<file path="config.mk">
export PLATFORM = sky130hd
export DESIGN_NAME = http_request_uri_parser
export DESIGN_NICKNAME = d
export VERILOG_FILES = /design/src/hdl/hurip_pkg.sv /design/src/hdl/http_request_uri_parser.sv /design/src/hdl/hurip_in_stage.sv /design/src/hdl/hurip_core.sv /design/src/hdl/hurip_out_stage.sv
export SDC_FILE = /design/constraint.sdc
export NUM_CORES = 1
export LEC_CHECK = 0
export BUFFER_PORTS_ARGS = -buffer_cell sky130_fd_sc_hd__buf_4
export CAP_MARGIN = 20
export CORE_UTILIZATION = 59
export DETAILED_ROUTE_END_ITERATION = 16
export PLACE_DENSITY = 0.8
export SYNTH_ARGS = -nofsm -noshare
export SYNTH_HDL_FRONTEND = slang
export SYNTH_SLANG_ARGS = --single-unit
export TNS_END_PERCENT = 5
</file>
<file path="constraint.sdc">
create_clock -name i_clk -period 12.97 [get_ports i_clk]
set_input_delay 1.9455 -clock i_clk [delete_from_list [all_inputs] [get_ports i_clk]]
set_output_delay 1.9455 -clock i_clk [all_outputs]
set_load 0.03 [all_outputs]
</file>
<file path="src/hdl/hurip_pkg.sv">
`timescale 1ns / 1ps
// Shared types and codes for the request-URI parser.
// No dependencies; imported by every module of the block.

package hurip_pkg;

    typedef enum logic [10:0] {
        PH_IDLE   = 11'b000_0000_0001,
        PH_STAR   = 11'b000_0000_0010,
        PH_SCHEME = 11'b000_0000_0100,
        PH_SLASH  = 11'b000_0000_1000,
        PH_HOST   = 11'b000_0001_0000,
        PH_PORT   = 11'b000_0010_0000,
        PH_PATH   = 11'b000_0100_0000,
        PH_QUERY  = 11'b000_1000_0000,
        PH_FRAG   = 11'b001_0000_0000,
        PH_OTHER  = 11'b010_0000_0000,
        PH_FINAL  = 11'b100_0000_0000
    } t_phase;

    localparam logic [3:0] ST_MORE     = 4'd0;
    localparam logic [3:0] ST_DONE     = 4'd1;
    localparam logic [3:0] ST_INVALID  = 4'd2;
    localparam logic [3:0] ST_BAD_STAR = 4'd3;
    localparam logic [3:0] ST_PATH     = 4'd4;
    localparam logic [3:0] ST_QUERY    = 4'd5;
    localparam logic [3:0] ST_FRAG     = 4'd6;
    localparam logic [3:0] ST_SCHEME   = 4'd7;
    localparam logic [3:0] ST_HOST     = 4'd8;
    localparam logic [3:0] ST_PORT     = 4'd9;
    localparam logic [3:0] ST_OVERFLOW = 4'd10;

    localparam logic [2:0] PT_NONE   = 3'd0;
    localparam logic [2:0] PT_SCHEME = 3'd1;
    localparam logic [2:0] PT_HOST   = 3'd2;
    localparam logic [2:0] PT_PATH   = 3'd3;
    localparam logic [2:0] PT_QUERY  = 3'd4;
    localparam logic [2:0] PT_FRAG   = 3'd5;
    localparam logic [2:0] PT_OTHER  = 3'd6;

    localparam logic [2:0] TY_UNKNOWN  = 3'd0;
    localparam logic [2:0] TY_ASTERISK = 3'd1;
    localparam logic [2:0] TY_HTTP     = 3'd2;
    localparam logic [2:0] TY_HTTPS    = 3'd3;
    localparam logic [2:0] TY_OTHER    = 3'd4;

    localparam logic [15:0] PART_LIMIT_RESET = 16'd4096;

    typedef struct packed {
        logic [7:0] in_byte;
        logic       restart;
    } t_in;

    typedef struct packed {
        logic [3:0]  status;
        logic [2:0]  part;
        logic [7:0]  byte_out;
        logic        byte_kept;
        logic        part_end;
        logic [2:0]  uri_type;
        logic [15:0] port_value;
        logic        port_present;
        logic        default_path;
    } t_result;

endpackage

</file>
<file path="src/hdl/http_request_uri_parser.sv">
`timescale 1ns / 1ps
// Top level of the request-URI parser: config register, input stage, core, result stage.
// Depends on hurip_pkg, hurip_in_stage, hurip_core, hurip_out_stage.
//
//   channel | direction | handshake                  | payload
//   --------+-----------+----------------------------+-------------------------------------
//   in      | sink      | i_in_valid / o_in_ready    | i_in_byte, i_restart
//   out     | source    | o_out_valid / i_out_ready  | o_status .. o_default_path
//   cfg     | sink      | i_cfg_we                   | i_cfg_wdata (part limit)
//
// One transaction per cycle sustained while the out channel does not stall; each byte passes
// from input to result through the input register, then the step logic into the result register.
// Reset clears the parser to idle and sets the part limit to 4096.
// A stall on the out channel holds the result register, then the input register,
// and drops o_in_ready only when both are full.

module http_request_uri_parser (
    input  logic        i_clk,
    input  logic        i_rst_n,
    input  logic        i_in_valid,
    output logic        o_in_ready,
    input  logic [7:0]  i_in_byte,
    input  logic        i_restart,
    output logic        o_out_valid,
    input  logic        i_out_ready,
    output logic [3:0]  o_status,
    output logic [2:0]  o_part,
    output logic [7:0]  o_byte_out,
    output logic        o_byte_kept,
    output logic        o_part_end,
    output logic [2:0]  o_uri_type,
    output logic [15:0] o_port_value,
    output logic        o_port_present,
    output logic        o_default_path,
    input  logic        i_cfg_we,
    input  logic [15:0] i_cfg_wdata
);
    import hurip_pkg::*;

    logic [15:0] r_part_limit;
    t_in         in_item;
    t_in         stage_item;
    logic        stage_valid;
    logic        out_free;
    logic        advance;
    t_result     step_result;
    t_result     out_result;

    assign in_item.in_byte = i_in_byte;
    assign in_item.restart = i_restart;
    assign advance         = stage_valid && out_free;

    always_ff @(posedge i_clk) begin
        if (!i_rst_n) begin
            r_part_limit <= PART_LIMIT_RESET;
        end else if (i_cfg_we) begin
            r_part_limit <= i_cfg_wdata;
        end
    end

    hurip_in_stage u_in_stage (
        .i_clk   (i_clk),
        .i_rst_n (i_rst_n),
        .i_valid (i_in_valid),
        .o_ready (o_in_ready),
        .i_item  (in_item),
        .o_valid (stage_valid),
        .i_take  (advance),
        .o_item  (stage_item)
    );

    hurip_core u_core (
        .i_clk        (i_clk),
        .i_rst_n      (i_rst_n),
        .i_advance    (advance),
        .i_item       (stage_item),
        .i_part_limit (r_part_limit),
        .o_result     (step_result)
    );

    hurip_out_stage u_out_stage (
        .i_clk    (i_clk),
        .i_rst_n  (i_rst_n),
        .i_load   (advance),
        .i_result (step_result),
        .o_free   (out_free),
        .o_valid  (o_out_valid),
        .i_ready  (i_out_ready),
        .o_result (out_result)
    );

    assign o_status       = out_result.status;
    assign o_part         = out_result.part;
    assign o_byte_out     = out_result.byte_out;
    assign o_byte_kept    = out_result.byte_kept;
    assign o_part_end     = out_result.part_end;
    assign o_uri_type     = out_result.uri_type;
    assign o_port_value   = out_result.port_value;
    assign o_port_present = out_result.port_present;
    assign o_default_path = out_result.default_path;

    a_kept_means_more: assert property (@(posedge i_clk) disable iff (!i_rst_n)
        o_out_valid && o_byte_kept |-> o_status == ST_MORE)
        else $error("kept byte with terminal status");

    a_dropped_byte_zero: assert property (@(posedge i_clk) disable iff (!i_rst_n)
        o_out_valid && !o_byte_kept |-> o_byte_out == 8'd0)
        else $error("byte_out set on a dropped byte");

    a_port_needs_digit: assert property (@(posedge i_clk) disable iff (!i_rst_n)
        o_out_valid && !o_port_present |-> o_port_value == 16'd0)
        else $error("port value without port digit");

    a_ready_when_empty: assert property (@(posedge i_clk) disable iff (!i_rst_n)
        !o_out_valid |-> o_in_ready)
        else $error("input stalled with empty result register");

endmodule

</file>
<file path="src/hdl/hurip_in_stage.sv">
`timescale 1ns / 1ps
// Input register stage: holds one accepted transaction until the core takes it.
// Depends on hurip_pkg.

module hurip_in_stage (
    input  logic             i_clk,
    input  logic             i_rst_n,
    input  logic             i_valid,
    output logic             o_ready,
    input  hurip_pkg::t_in   i_item,
    output logic             o_valid,
    input  logic             i_take,
    output hurip_pkg::t_in   o_item
);
    import hurip_pkg::*;

    logic r_valid;
    t_in  r_item;

    assign o_ready = !r_valid || i_take;
    assign o_valid = r_valid;
    assign o_item  = r_item;

    always_ff @(posedge i_clk) begin
        if (!i_rst_n) begin
            r_valid <= 1'b0;
        end else if (o_ready) begin
            r_valid <= i_valid;
        end
    end

    always_ff @(posedge i_clk) begin
        if (o_ready && i_valid) begin
            r_item <= i_item;
        end
    end

endmodule

</file>
<file path="src/hdl/hurip_core.sv">
`timescale 1ns / 1ps
// Parser state and per-byte step logic: classifies one byte and updates state.
// Depends on hurip_pkg.

module hurip_core (
    input  logic               i_clk,
    input  logic               i_rst_n,
    input  logic               i_advance,
    input  hurip_pkg::t_in     i_item,
    input  logic [15:0]        i_part_limit,
    output hurip_pkg::t_result o_result
);
    import hurip_pkg::*;

    localparam logic [7:0] C_TAB   = 8'h09;
    localparam logic [7:0] C_SPACE = 8'h20;
    localparam logic [7:0] C_STAR  = 8'h2A;
    localparam logic [7:0] C_SLASH = 8'h2F;
    localparam logic [7:0] C_COLON = 8'h3A;
    localparam logic [7:0] C_QUEST = 8'h3F;
    localparam logic [7:0] C_HASH  = 8'h23;
    localparam logic [7:0] C_PLUS  = 8'h2B;
    localparam logic [7:0] C_MINUS = 8'h2D;
    localparam logic [7:0] C_DOT   = 8'h2E;
    localparam logic [7:0] C_SEMI  = 8'h3B;
    localparam logic [2:0] MATCH_NONE = 3'd7;
    localparam logic [19:0] PORT_CEILING = 20'd65536;

    function automatic logic f_alpha(input logic [7:0] c);
        return (c >= 8'h61 && c <= 8'h7A) || (c >= 8'h41 && c <= 8'h5A);
    endfunction

    function automatic logic f_digit(input logic [7:0] c);
        return c >= 8'h30 && c <= 8'h39;
    endfunction

    function automatic logic f_alnum(input logic [7:0] c);
        return f_alpha(c) || f_digit(c);
    endfunction

    function automatic logic f_space(input logic [7:0] c);
        return c == C_SPACE || c == C_TAB;
    endfunction

    function automatic logic f_pchar(input logic [7:0] c);
        return f_alnum(c) || c == 8'h2D || c == 8'h5F || c == 8'h2E || c == 8'h21 ||
               c == 8'h7E || c == 8'h2A || c == 8'h27 || c == 8'h28 || c == 8'h29 ||
               c == 8'h25 || c == 8'h3A || c == 8'h40 || c == 8'h26 || c == 8'h3D ||
               c == 8'h2B || c == 8'h24 || c == 8'h2C;
    endfunction

    function automatic logic f_uric(input logic [7:0] c);
        return f_pchar(c) || c == C_SEMI || c == C_SLASH || c == C_QUEST;
    endfunction

    function automatic logic [7:0] f_https_char(input logic [2:0] idx);
        logic [7:0] ch;
        case (idx)
            3'd0:    ch = 8'h68;
            3'd1:    ch = 8'h74;
            3'd2:    ch = 8'h74;
            3'd3:    ch = 8'h70;
            default: ch = 8'h73;
        endcase
        return ch;
    endfunction

    t_phase      r_phase, n_phase;
    logic [15:0] r_len, n_len;
    logic [2:0]  r_match, n_match;
    logic [15:0] r_port, n_port;
    logic        r_port_seen, n_port_seen;
    logic [2:0]  r_type, n_type;
    logic        r_implied, n_implied;

    t_phase      ph;
    logic [15:0] len;
    logic [2:0]  match;
    logic [7:0]  c;
    logic [7:0]  c_low;
    logic [2:0]  match_step;
    logic [15:0] n_port_base;
    logic [19:0] port_sum;
    logic        host_first;
    logic        want;
    logic [3:0]  st;
    logic [2:0]  pt;
    logic        kept;
    logic        pend;

    assign c     = i_item.in_byte;
    assign ph    = i_item.restart ? PH_IDLE : r_phase;
    assign len   = i_item.restart ? 16'd0 : r_len;
    assign match = i_item.restart ? 3'd0 : r_match;
    assign c_low = (c >= 8'h41 && c <= 8'h5A) ? c + 8'd32 : c;
    assign match_step = (len == {13'd0, match} && match < 3'd5 &&
                         c_low == f_https_char(match)) ? match + 3'd1 : MATCH_NONE;
    assign port_sum = {1'b0, n_port_base, 3'b000} + {3'b000, n_port_base, 1'b0} +
                      {16'd0, c[3:0] - 4'd0};

    assign n_port_base = i_item.restart ? 16'd0 : r_port;

    always_comb begin
        n_phase     = ph;
        n_len       = len;
        n_match     = match;
        n_port      = n_port_base;
        n_port_seen = i_item.restart ? 1'b0 : r_port_seen;
        n_type      = i_item.restart ? TY_UNKNOWN : r_type;
        n_implied   = i_item.restart ? 1'b0 : r_implied;
        st          = ST_MORE;
        pt          = PT_NONE;
        want        = 1'b0;
        pend        = 1'b0;
        host_first  = 1'b0;

        unique case (ph)
            PH_IDLE: begin
                if (f_space(c)) begin
                end else if (c == C_STAR) begin
                    n_phase = PH_STAR;
                end else if (c == C_SLASH) begin
                    n_phase = PH_PATH;
                    pt      = PT_PATH;
                    want    = 1'b1;
                end else begin
                    pt = PT_SCHEME;
                    if (!f_alpha(c)) begin
                        st      = ST_SCHEME;
                        n_phase = PH_FINAL;
                    end else begin
                        n_phase = PH_SCHEME;
                        n_match = match_step;
                        want    = 1'b1;
                    end
                end
            end
            PH_STAR: begin
                n_phase = PH_FINAL;
                if (f_space(c)) begin
                    n_type = TY_ASTERISK;
                    st     = ST_DONE;
                end else begin
                    st = ST_BAD_STAR;
                end
            end
            PH_SCHEME: begin
                pt = PT_SCHEME;
                if (f_alnum(c) || c == C_PLUS || c == C_MINUS || c == C_DOT) begin
                    n_match = match_step;
                    want    = 1'b1;
                end else if (c == C_COLON) begin
                    if (match == 3'd4 || match == 3'd5) begin
                        n_type  = (match == 3'd4) ? TY_HTTP : TY_HTTPS;
                        pend    = 1'b1;
                        n_len   = 16'd0;
                        n_phase = PH_SLASH;
                    end else begin
                        n_type  = TY_OTHER;
                        n_phase = PH_OTHER;
                        pt      = PT_OTHER;
                        want    = 1'b1;
                    end
                end else begin
                    st      = ST_SCHEME;
                    n_phase = PH_FINAL;
                end
            end
            PH_SLASH, PH_HOST: begin
                if (!(ph == PH_SLASH && c == C_SLASH)) begin
                    pt      = PT_HOST;
                    n_phase = PH_HOST;
                    if (ph == PH_SLASH) begin
                        n_len = 16'd0;
                    end
                    host_first = (ph == PH_SLASH) || (len == 16'd0);
                    if (host_first) begin
                        if (f_alnum(c)) begin
                            want = 1'b1;
                        end else begin
                            st      = ST_HOST;
                            n_phase = PH_FINAL;
                        end
                    end else if (f_alnum(c) || c == C_MINUS || c == C_DOT) begin
                        want = 1'b1;
                    end else if (c == C_COLON) begin
                        pend    = 1'b1;
                        n_len   = 16'd0;
                        n_phase = PH_PORT;
                    end else if (f_space(c)) begin
                        pend      = 1'b1;
                        n_implied = 1'b1;
                        st        = ST_DONE;
                        n_phase   = PH_FINAL;
                    end else if (c == C_SLASH) begin
                        pend    = 1'b1;
                        n_len   = 16'd0;
                        n_phase = PH_PATH;
                        pt      = PT_PATH;
                        want    = 1'b1;
                    end else if (c == C_QUEST) begin
                        pend      = 1'b1;
                        n_len     = 16'd0;
                        n_phase   = PH_QUERY;
                        n_implied = 1'b1;
                    end else if (c == C_HASH) begin
                        pend      = 1'b1;
                        n_len     = 16'd0;
                        n_phase   = PH_FRAG;
                        n_implied = 1'b1;
                    end else begin
                        st      = ST_HOST;
                        n_phase = PH_FINAL;
                    end
                end
            end
            PH_PORT: begin
                if (f_digit(c)) begin
                    if (port_sum >= PORT_CEILING) begin
                        st      = ST_PORT;
                        n_phase = PH_FINAL;
                    end else begin
                        n_port      = port_sum[15:0];
                        n_port_seen = 1'b1;
                    end
                end else if (!(f_space(c) || c == C_SLASH || c == C_QUEST || c == C_HASH)
                             || !n_port_seen) begin
                    st      = ST_PORT;
                    n_phase = PH_FINAL;
                end else if (f_space(c)) begin
                    n_implied = 1'b1;
                    st        = ST_DONE;
                    n_phase   = PH_FINAL;
                end else if (c == C_SLASH) begin
                    n_len   = 16'd0;
                    n_phase = PH_PATH;
                    pt      = PT_PATH;
                    want    = 1'b1;
                end else if (c == C_QUEST) begin
                    n_len     = 16'd0;
                    n_phase   = PH_QUERY;
                    n_implied = 1'b1;
                end else begin
                    n_len     = 16'd0;
                    n_phase   = PH_FRAG;
                    n_implied = 1'b1;
                end
            end
            PH_PATH: begin
                pt = PT_PATH;
                if (f_pchar(c) || c == C_SLASH || c == C_SEMI) begin
                    want = 1'b1;
                end else if (c == C_QUEST) begin
                    pend    = 1'b1;
                    n_len   = 16'd0;
                    n_phase = PH_QUERY;
                end else if (c == C_HASH) begin
                    pend    = 1'b1;
                    n_len   = 16'd0;
                    n_phase = PH_FRAG;
                end else if (f_space(c)) begin
                    pend    = 1'b1;
                    st      = ST_DONE;
                    n_phase = PH_FINAL;
                end else begin
                    st      = ST_PATH;
                    n_phase = PH_FINAL;
                end
            end
            PH_QUERY: begin
                pt = PT_QUERY;
                if (f_uric(c)) begin
                    want = 1'b1;
                end else if (c == C_HASH) begin
                    pend    = 1'b1;
                    n_len   = 16'd0;
                    n_phase = PH_FRAG;
                end else if (f_space(c)) begin
                    pend    = 1'b1;
                    st      = ST_DONE;
                    n_phase = PH_FINAL;
                end else begin
                    st      = ST_QUERY;
                    n_phase = PH_FINAL;
                end
            end
            PH_FRAG: begin
                pt = PT_FRAG;
                if (f_uric(c)) begin
                    want = 1'b1;
                end else if (f_space(c)) begin
                    pend    = 1'b1;
                    st      = ST_DONE;
                    n_phase = PH_FINAL;
                end else begin
                    st      = ST_FRAG;
                    n_phase = PH_FINAL;
                end
            end
            PH_OTHER: begin
                pt = PT_OTHER;
                if (f_space(c)) begin
                    pend    = 1'b1;
                    st      = ST_DONE;
                    n_phase = PH_FINAL;
                end else begin
                    want = 1'b1;
                end
            end
            default: begin
                st = ST_INVALID;
            end
        endcase

        kept = 1'b0;
        if (want) begin
            if (n_len >= i_part_limit) begin
                st      = ST_OVERFLOW;
                n_phase = PH_FINAL;
            end else begin
                n_len = n_len + 16'd1;
                kept  = 1'b1;
            end
        end

        o_result.status       = st;
        o_result.part         = pt;
        o_result.byte_out     = kept ? c : 8'd0;
        o_result.byte_kept    = kept;
        o_result.part_end     = pend;
        o_result.uri_type     = n_type;
        o_result.port_value   = n_port;
        o_result.port_present = n_port_seen;
        o_result.default_path = n_implied;
    end

    always_ff @(posedge i_clk) begin
        if (!i_rst_n) begin
            r_phase     <= PH_IDLE;
            r_len       <= 16'd0;
            r_match     <= 3'd0;
            r_port      <= 16'd0;
            r_port_seen <= 1'b0;
            r_type      <= TY_UNKNOWN;
            r_implied   <= 1'b0;
        end else if (i_advance) begin
            r_phase     <= n_phase;
            r_len       <= n_len;
            r_match     <= n_match;
            r_port      <= n_port;
            r_port_seen <= n_port_seen;
            r_type      <= n_type;
            r_implied   <= n_implied;
        end
    end

endmodule

</file>
<file path="src/hdl/hurip_out_stage.sv">
`timescale 1ns / 1ps
// Result register: holds one finished transaction until the sink takes it.
// Depends on hurip_pkg.

module hurip_out_stage (
    input  logic               i_clk,
    input  logic               i_rst_n,
    input  logic               i_load,
    input  hurip_pkg::t_result i_result,
    output logic               o_free,
    output logic               o_valid,
    input  logic               i_ready,
    output hurip_pkg::t_result o_result
);
    import hurip_pkg::*;

    logic    r_valid;
    t_result r_result;

    assign o_free   = !r_valid || i_ready;
    assign o_valid  = r_valid;
    assign o_result = r_result;

    always_ff @(posedge i_clk) begin
        if (!i_rst_n) begin
            r_valid <= 1'b0;
        end else if (o_free) begin
            r_valid <= i_load;
        end
    end

    always_ff @(posedge i_clk) begin
        if (i_load) begin
            r_result <= i_result;
        end
    end

endmodule

</file>
# Word level (Yosys, flattened, before mapping)
# Index checks and enable logic that the tools add are counted.
[word_totals] n_memories=0 reg_bits=116 out_inout_bits=40 rom_bits=0 input_bits=30 latchBits=0 ram_bits=0 wordCells=310
[classes] div_mod_pow=0 n_mul=0 add_sub_neg=5 shift=0 n_lt_le_gt_ge=9 eq_ne=40 reduce_logical=54 bitwise=0 mux=181
[op_table] op="$mux W16" n=26
[op_table] op="$mux W11" n=27
[op_table] op="$eq A8 B6 Y1 const B" n=19
[op_table] op="$pmux W11 S9" n=1
[op_table] op="$mux W4" n=24
[op_table] op="$mux W3" n=30
[op_table] op="$pmux W16 S5" n=1
[op_table] op="$mux W1" n=58
[op_table] op="$logic_or A1 B1 Y1" n=37
[op_table] op="$pmux W4 S9" n=1
[op_table] op="$eq A8 B7 Y1 const B" n=3
[op_table] op="$pmux W3 S8" n=1
[op_table] op="$add A19 B17 Y20" n=1
[op_table] op="$add A20 B4 Y20" n=1
[op_table] op="$ge A20 B17 Y1 const B" n=1
[op_table] op="$add A16 B1 Y16 const B" n=1
[op_table] op="$eq A16 B3 Y1" n=1
[op_table] op="$ge A16 B16 Y1" n=1
[op_table] op="$ge A8 B7 Y1 const B" n=2
[op_table] op="$le A8 B7 Y1 const B" n=2
[op_table] op="$logic_not A16 Y1" n=1
[op_table] op="$pmux W5 S3" n=1
[op_table] op="$pmux W3 S2" n=2
[op_table] op="$eq A11 B1 Y1 const B" n=1
[op_table] op="30 further kinds" n=46

# Depth between registers and ports, before layout
[depth] depth_word=29 mapped_depth=23 depth_no_buf=20

# By module
# From an unflattened synthesis, not the netlist that was laid out.
[unflattened] hier_cells=875 area_unflattened_um2=7887.6
[by_module_without_submodules] module="hurip_core" n_inst=1 area_per_inst_um2=5750.5 cells_each=767 seq_area_each_um2=1021.0
[by_module_without_submodules] module="hurip_out_stage" n_inst=1 area_per_inst_um2=1189.9 cells_each=42 seq_area_each_um2=1161.1
[by_module_without_submodules] module="http_request_uri_parser" n_inst=1 area_per_inst_um2=619.3 cells_each=52 seq_area_each_um2=320.3
[by_module_without_submodules] module="hurip_in_stage" n_inst=1 area_per_inst_um2=327.8 cells_each=14 seq_area_each_um2=290.3

# Worst setup path after synthesis
# Ideal clock, no wire load.
[synth_path] kind="reg2reg" startpoint="register u_in_stage.r_item, in the netlist u_in_stage.o_item[0]" endpoint="register u_core.r_len[15]" stages_incl_launch_ff=21 period_less_slack_ps=5143 setup_ps=64 setup_slack_ps=7827 arrival_time_ps=5079 path_buffers=3 t_required_ps=12906 cell_sequence="edfxtp_1 > inv_2 > clkbuf_1 > nand2_1 > inv_1 > ha_1 > o21ai_1 > or4_4 > and4_4 > o41a_4 > buf_2 > clkbuf_1 > and2_1 > ha_1 > a2111o_1 > o22a_1 > nor4b_1 > a21oi_1 > o31ai_4 > or4_1 > nand4_1"
[synth_between] elab_chain_len=15 word_cells_on_any_way=55 classes_between="add/sub (1); order compare (1); eq/ne (11); mux (34); reduce/logical (8)"
[synth_lines] item="start, declared" line="hurip_in_stage.sv:18" text="t_in r_item;"
[synth_lines] item="start signal, assigned" line="hurip_in_stage.sv:34" text="r_item <= i_item;"
[synth_lines] item="$mux W11" line="hurip_core.sv:92" text="assign ph = i_item.restart ? PH_IDLE : r_phase;"
[synth_lines] item="$eq A11 B4 Y1"
[synth_lines] item="$mux W16" line="hurip_core.sv:173" text="if (ph == PH_SLASH) begin"
[synth_lines] item="$mux W16" line="hurip_core.sv:206" text="end else if (c == C_HASH) begin"
[synth_lines] item="$mux W16" line="hurip_core.sv:201" text="end else if (c == C_QUEST) begin"
[synth_lines] item="$mux W16" line="hurip_core.sv:195" text="end else if (c == C_SLASH) begin"
[synth_lines] item="$mux W16" line="hurip_core.sv:190" text="end else if (f_space(c)) begin"
[synth_lines] item="$mux W16" line="hurip_core.sv:186" text="end else if (c == C_COLON) begin"
[synth_lines] item="$mux W16" line="hurip_core.sv:184" text="end else if (f_alnum(c) || c == C_MINUS || c == C_DOT) begin"
[synth_lines] item="$mux W16" line="hurip_core.sv:177" text="if (host_first) begin"
[synth_lines] item="$mux W16" line="hurip_core.sv:170" text="if (!(ph == PH_SLASH && c == C_SLASH)) begin"
[synth_lines] item="$pmux W16 S5" line="hurip_core.sv:117" text="unique case (ph)"
[synth_lines] item="$add A16 B1 Y16 or $ge A16 B16 Y1 (tied branches)" line="hurip_core.sv:321, hurip_core.sv:317"
[synth_lines] item="$mux W16" line="hurip_core.sv:317" text="if (n_len >= i_part_limit) begin"
[synth_lines] item="$mux W16 *" line="hurip_core.sv:316" text="if (want) begin"
[synth_lines] item="end signal, assigned" line="hurip_core.sv:348" text="r_len <= n_len;"
[synth_lines] item="end, declared" line="hurip_core.sv:69" text="logic [15:0] r_len, n_len;"
# Every way passes the cells marked *; elsewhere a longest branch is shown, timed or not.
# A chain may end at the register's enable or synchronous reset.

# Final worst setup path
[layout_path] startpoint="register u_in_stage.r_item, in the netlist u_in_stage.o_item[6]" endpoint="register u_core.r_len[5]"
[layout_between] elab_chain_len=29 word_cells_on_any_way=108 classes_between="add/sub (1); order compare (7); eq/ne (23); mux (39); reduce/logical (38)"
[layout_lines] item="$ge A8 B7 Y1 or $le A8 B7 Y1 (tied branches)" line="hurip_core.sv:30" text="return (c >= 8'h61 && c <= 8'h7A) || (c >= 8'h41 && c <= 8'h5A);"
[layout_lines] item="$logic_and A1 B1 Y1" line="hurip_core.sv:30"
[layout_lines] item="$logic_or A1 B1 Y1" line="hurip_core.sv:30"
[layout_lines] item="$logic_or A1 B1 Y1" line="hurip_core.sv:38" text="return f_alpha(c) || f_digit(c);"
[layout_lines] item="$logic_or A1 B1 Y1" line="hurip_core.sv:46, hurip_core.sv:184"
[layout_lines] item="$logic_or A1 B1 Y1 (4 in series)" line="hurip_core.sv:46" text="return f_alnum(c) || c == 8'h2D || c == 8'h5F || c == 8'h2E || c == 8'h21 ||"
[layout_lines] item="$logic_or A1 B1 Y1 (5 in series)" line="hurip_core.sv:47" text="c == 8'h7E || c == 8'h2A || c == 8'h27 || c == 8'h28 || c == 8'h29 ||"
[layout_lines] item="$logic_or A1 B1 Y1 (5 in series)" line="hurip_core.sv:48" text="c == 8'h25 || c == 8'h3A || c == 8'h40 || c == 8'h26 || c == 8'h3D ||"
[layout_lines] item="$logic_or A1 B1 Y1 (2 in series)" line="hurip_core.sv:49" text="c == 8'h2B || c == 8'h24 || c == 8'h2C;"
[layout_lines] item="$logic_or A1 B1 Y1 (3 in series)" line="hurip_core.sv:53" text="return f_pchar(c) || c == C_SEMI || c == C_SLASH || c == C_QUEST;"
[layout_lines] item="$mux W16" line="hurip_core.sv:272" text="if (f_uric(c)) begin"
[layout_lines] item="$pmux W16 S5" line="hurip_core.sv:117"
[layout_lines] item="$add A16 B1 Y16 or $ge A16 B16 Y1 (tied branches)" line="hurip_core.sv:321, hurip_core.sv:317"
[layout_lines] item="$mux W16" line="hurip_core.sv:317"
[layout_lines] item="$mux W16 *" line="hurip_core.sv:316"
# Marks and branches as above.

==> run_results.csv <==
group,metric,value,unit
critical_path,slowest_stage,"edfxtp_1",
clocking,ctsResizeCount,0,
yosys,synthMuxAreaShare,4.026,%
yosys,synth_edf_count,47,
sta,fin_crit,5.410,ns
finish,drive_gt1_share,15.35,%
floorplanning,die_h,119.5,um
sta,fin_worst_skew,0.01006,ns
yosys,syn_nets,1019,
clocking,cts_made_buffers,17,
worst_hold_path,hold_path_class,"reg2reg",
clocking,cts_hold_buf,0,
global_routing,first_global_vias,6916,
sta,max_freq,184.8,MHz
critical_path,arrival,5.73,ns
critical_path,required,13.29,ns
yosys,synth.area.top_cells,"edfxtp_1, dfxtp_1, ha_1",
yosys,synth-simple-area-share,25.86,%
finish,nNetsFinal,1064,
yosys,syn_avg_cell_area,8.737,um2
finish,antenna_cells,0,
pwr,power_density,104.6,nW/um2
route,drc,0,
yosys,ys.flop_type,"dfxtp_1",
clocking,clkLatencyLatePin,0.43,ns
place,io_buffers,69,
yosys,synth_fa_ha_area_share,8.943,%
place,dp_hpwl,14.74,mm
place,post-place-cells,1134,
flow_run,drv_cap,0,
floorplanning,boundaryPins,70,
critical_path,criticalPathCategory,"reg2reg",
yosys,ys_types,92,
clocking,clock-sinks,116,
route,ant_nets,0,
sta,fin_tns_setup,0,ns
route,vias_per_cell,6.427,
critical_path,end_kind,"flop",
sta,rsz0062_at_grt,"false",
floorplanning,die_w,119.5,um
yosys,yosys-top-cells-count,"nand2_1, nor2_1, dfxtp_1",
yosys,yosysSeqAreaShare,34.30,%
clocking,post_cts_buffers,0,
route,vias,7494,
critical_path,start_kind,"flop",
yosys,yosys.area.top_type_share,17.33,%
critical_path,cp.buffers_inverters,1,
finish,area_growth,13.34,%
clocking,cts.path.max_buffers,2,
place,place_congestion,1.005,
global_routing,grt_pass1_wl,34.90,mm
yosys,synth_top_area_cell,"edfxtp_1",
yosys,synth_compound_area_share,20.56,%
pwr,peakVddDrop,83.86,uV
floorplanning,initial_core_util,61.00,%
yosys,synthesis.instances,932,
sta,finalSetupViolations,0,
yosys,ys_async_sr_fraction,0,%
yosys,synth_top_family_by_area,"simple AND/OR/NAND/NOR gates",
finish,stdcell_count,1166,
floorplanning,core.rowCount,42,
sta,hold_viol,0,
global_routing,antenna_found_initial,0,
route,firstDrtPassIters,6,
clocking,htree_levels,4,
sta,slew_viol_final,0,
sta,maxSlewHeadroom,41.93,%
pwr,power,0.9652,mW
yosys,synth.most_common_cell,"nand2_1",
global_routing,grtUsageTotal,30.90,%
pwr,leakage,3.740,nW
clocking,clk_pin_slew_worst_paths,0.05,ns
clocking,root_buffer,"clkbuf_16",
yosys,netlist_area,8143,um2
critical_path,path_cells,"nor3b_4, nand3_4, or4_4, and4_4, o41a_4, and2_1, ha_1, a2111o_1, o22a_1, nor4b_1, a21oi_1, o31ai_4, inv_2, nand4_1, a31o_2",
sta,worstMarginPinSlew,0.8630,ns
run_status,outcome,"finished, final reports clean",
global_routing,grt_overflow_total,0,
yosys,ys_warn_count,0,
floorplanning,core-area,13350,um2
clocking,cts_tree,"yes",
critical_path,crit_path_max_fanout,35,
critical_path,slowest_delay,0.64,ns
route,routed_wl,21.51,mm
sta,fin_crit_sh,41.71,%
critical_path,timing.critical_path.max_delay_family,"compound AO/OA/AOI/OAI gates",
global_routing,grt_max_degree,58,
yosys,ys_ff_latch,116,
floorplanning,die-area,14280,um2
route,first_iter_violations,840,
route,post_drt_wl_per_cell,18.45,um
yosys,synthXorXnorAreaFrac,1.613,%
[sequential cells by signal, indices dropped and copies added, names as in the netlist]
name	count
r_part_limit	16
u_out_stage.o_valid	1
u_core.r_len	16
u_in_stage.o_valid	1
u_core.r_port_seen	1
u_core.r_match	3
u_in_stage.o_item	9
u_core.r_port	16
u_core.r_implied	1
u_out_stage.o_result	38
u_core.r_type	3
u_core.r_phase	11
[cell type report]
type                    instances  area, um2
repair buffers                 76      568.0
inverters                      40      150.1
well taps                     176      220.2
clock buffers                  28      508.0
flip-flops and latches        116       2793
clock inverters                 4      22.52
fillers                      1088       4119
multi-input cells             726       4967
[cells in the final DEF, fill, tap and decap left out, types with 8 or more instances in the layout]
| cell | instances |
|---|---|
| nor2b_1 | 26 |
| clkbuf_16 | 18 |
| clkbuf_1 | 8 |
| o211ai_1 | 8 |
| o22ai_1 | 8 |
| a31oi_1 | 13 |
| nand2_1 | 86 |
| o21a_1 | 8 |
| or3_1 | 11 |
| a211oi_1 | 8 |
| a21oi_1 | 42 |
| buf_4 | 75 |
| xnor2_1 | 12 |
| nor2_1 | 72 |
| ha_1 | 55 |
| a21o_1 | 9 |
| edfxtp_1 | 47 |
| and2_1 | 27 |
| nor3_1 | 26 |
| nor4_1 | 12 |
| nand3_1 | 28 |
| mux2i_1 | 17 |
| o21ai_0 | 61 |
| nand4_1 | 20 |
| mux2_2 | 12 |
| dfxtp_1 | 69 |
| and3_1 | 12 |
| o21ba_2 | 8 |
| nand2b_1 | 10 |
| inv_1 | 37 |
[worst paths after layout]
kind	to	from	cells after the start	slack, ns
worst min-delay path	u_core.r_port_seen$_SDFFE_PN0P_	u_core.r_port_seen$_SDFFE_PN0P_	2	0.47
worst min register to register	u_core.r_port_seen$_SDFFE_PN0P_	u_core.r_port_seen$_SDFFE_PN0P_	2	0.47
worst max-delay path	u_core.r_len[5]$_SDFFE_PN0P_	u_in_stage.o_item[6]$_DFFE_PP_	15	7.56
worst max register to register	u_core.r_len[5]$_SDFFE_PN0P_	u_in_stage.o_item[6]$_DFFE_PP_	15	7.56
[tightest hold or removal path, cell delays in order, from the launching register on]
cell	delay (ns)
dfxtp_1	0.31
nand2_1	0.06
a21oi_1	0.06
[through the flow]
step / hold slack, ns / area (um2) / setup slack [ns] / util [%]
3_3_place_gp: 0.4414 / 8693 / 7.813 / 65.13
6_report: 0.4743 / 9229 / 7.560 / 69.14
5_1_grt: 0.4897 / 9229 / 7.213 / 69.14
2_1_floorplan: 0.4318 / 8143 / 7.827 / -
3_5_place_dp: 0.4687 / 8698 / 7.683 / 65.17
4_1_cts: 0.4766 / 9229 / 7.655 / 69.14
[power by group]
part | switching, mW | total (mW) | internal (mW)
clock network | 0.164 | 0.428 | 0.264
logic | 0.0775 | 0.126 | 0.0487
registers | 0.0135 | 0.411 | 0.397
[layer usage]
layer / track usage (%) / part of all wire, % / vias up
met5: 0 / 0 / -
met4: 11.88 / 2.7 / 0
met3: 6.609 / 7.0 / 61
met2: 49.28 / 46 / 331
met1: 40.85 / 44 / 3536
li1: - / - / 3566
[cells by family (layout without fill, tap and decap cells)]
kind of cell | after synthesis | in the layout
mux | 31 | 31
flops | 116 | 116
buf+inv | 90 | 148
fa+ha+maj | 57 | 57
compound gates | 240 | 240
simple gates | 383 | 383
xor+xnor | 15 | 15
Note: power is estimated with default switching activity, not from simulation.
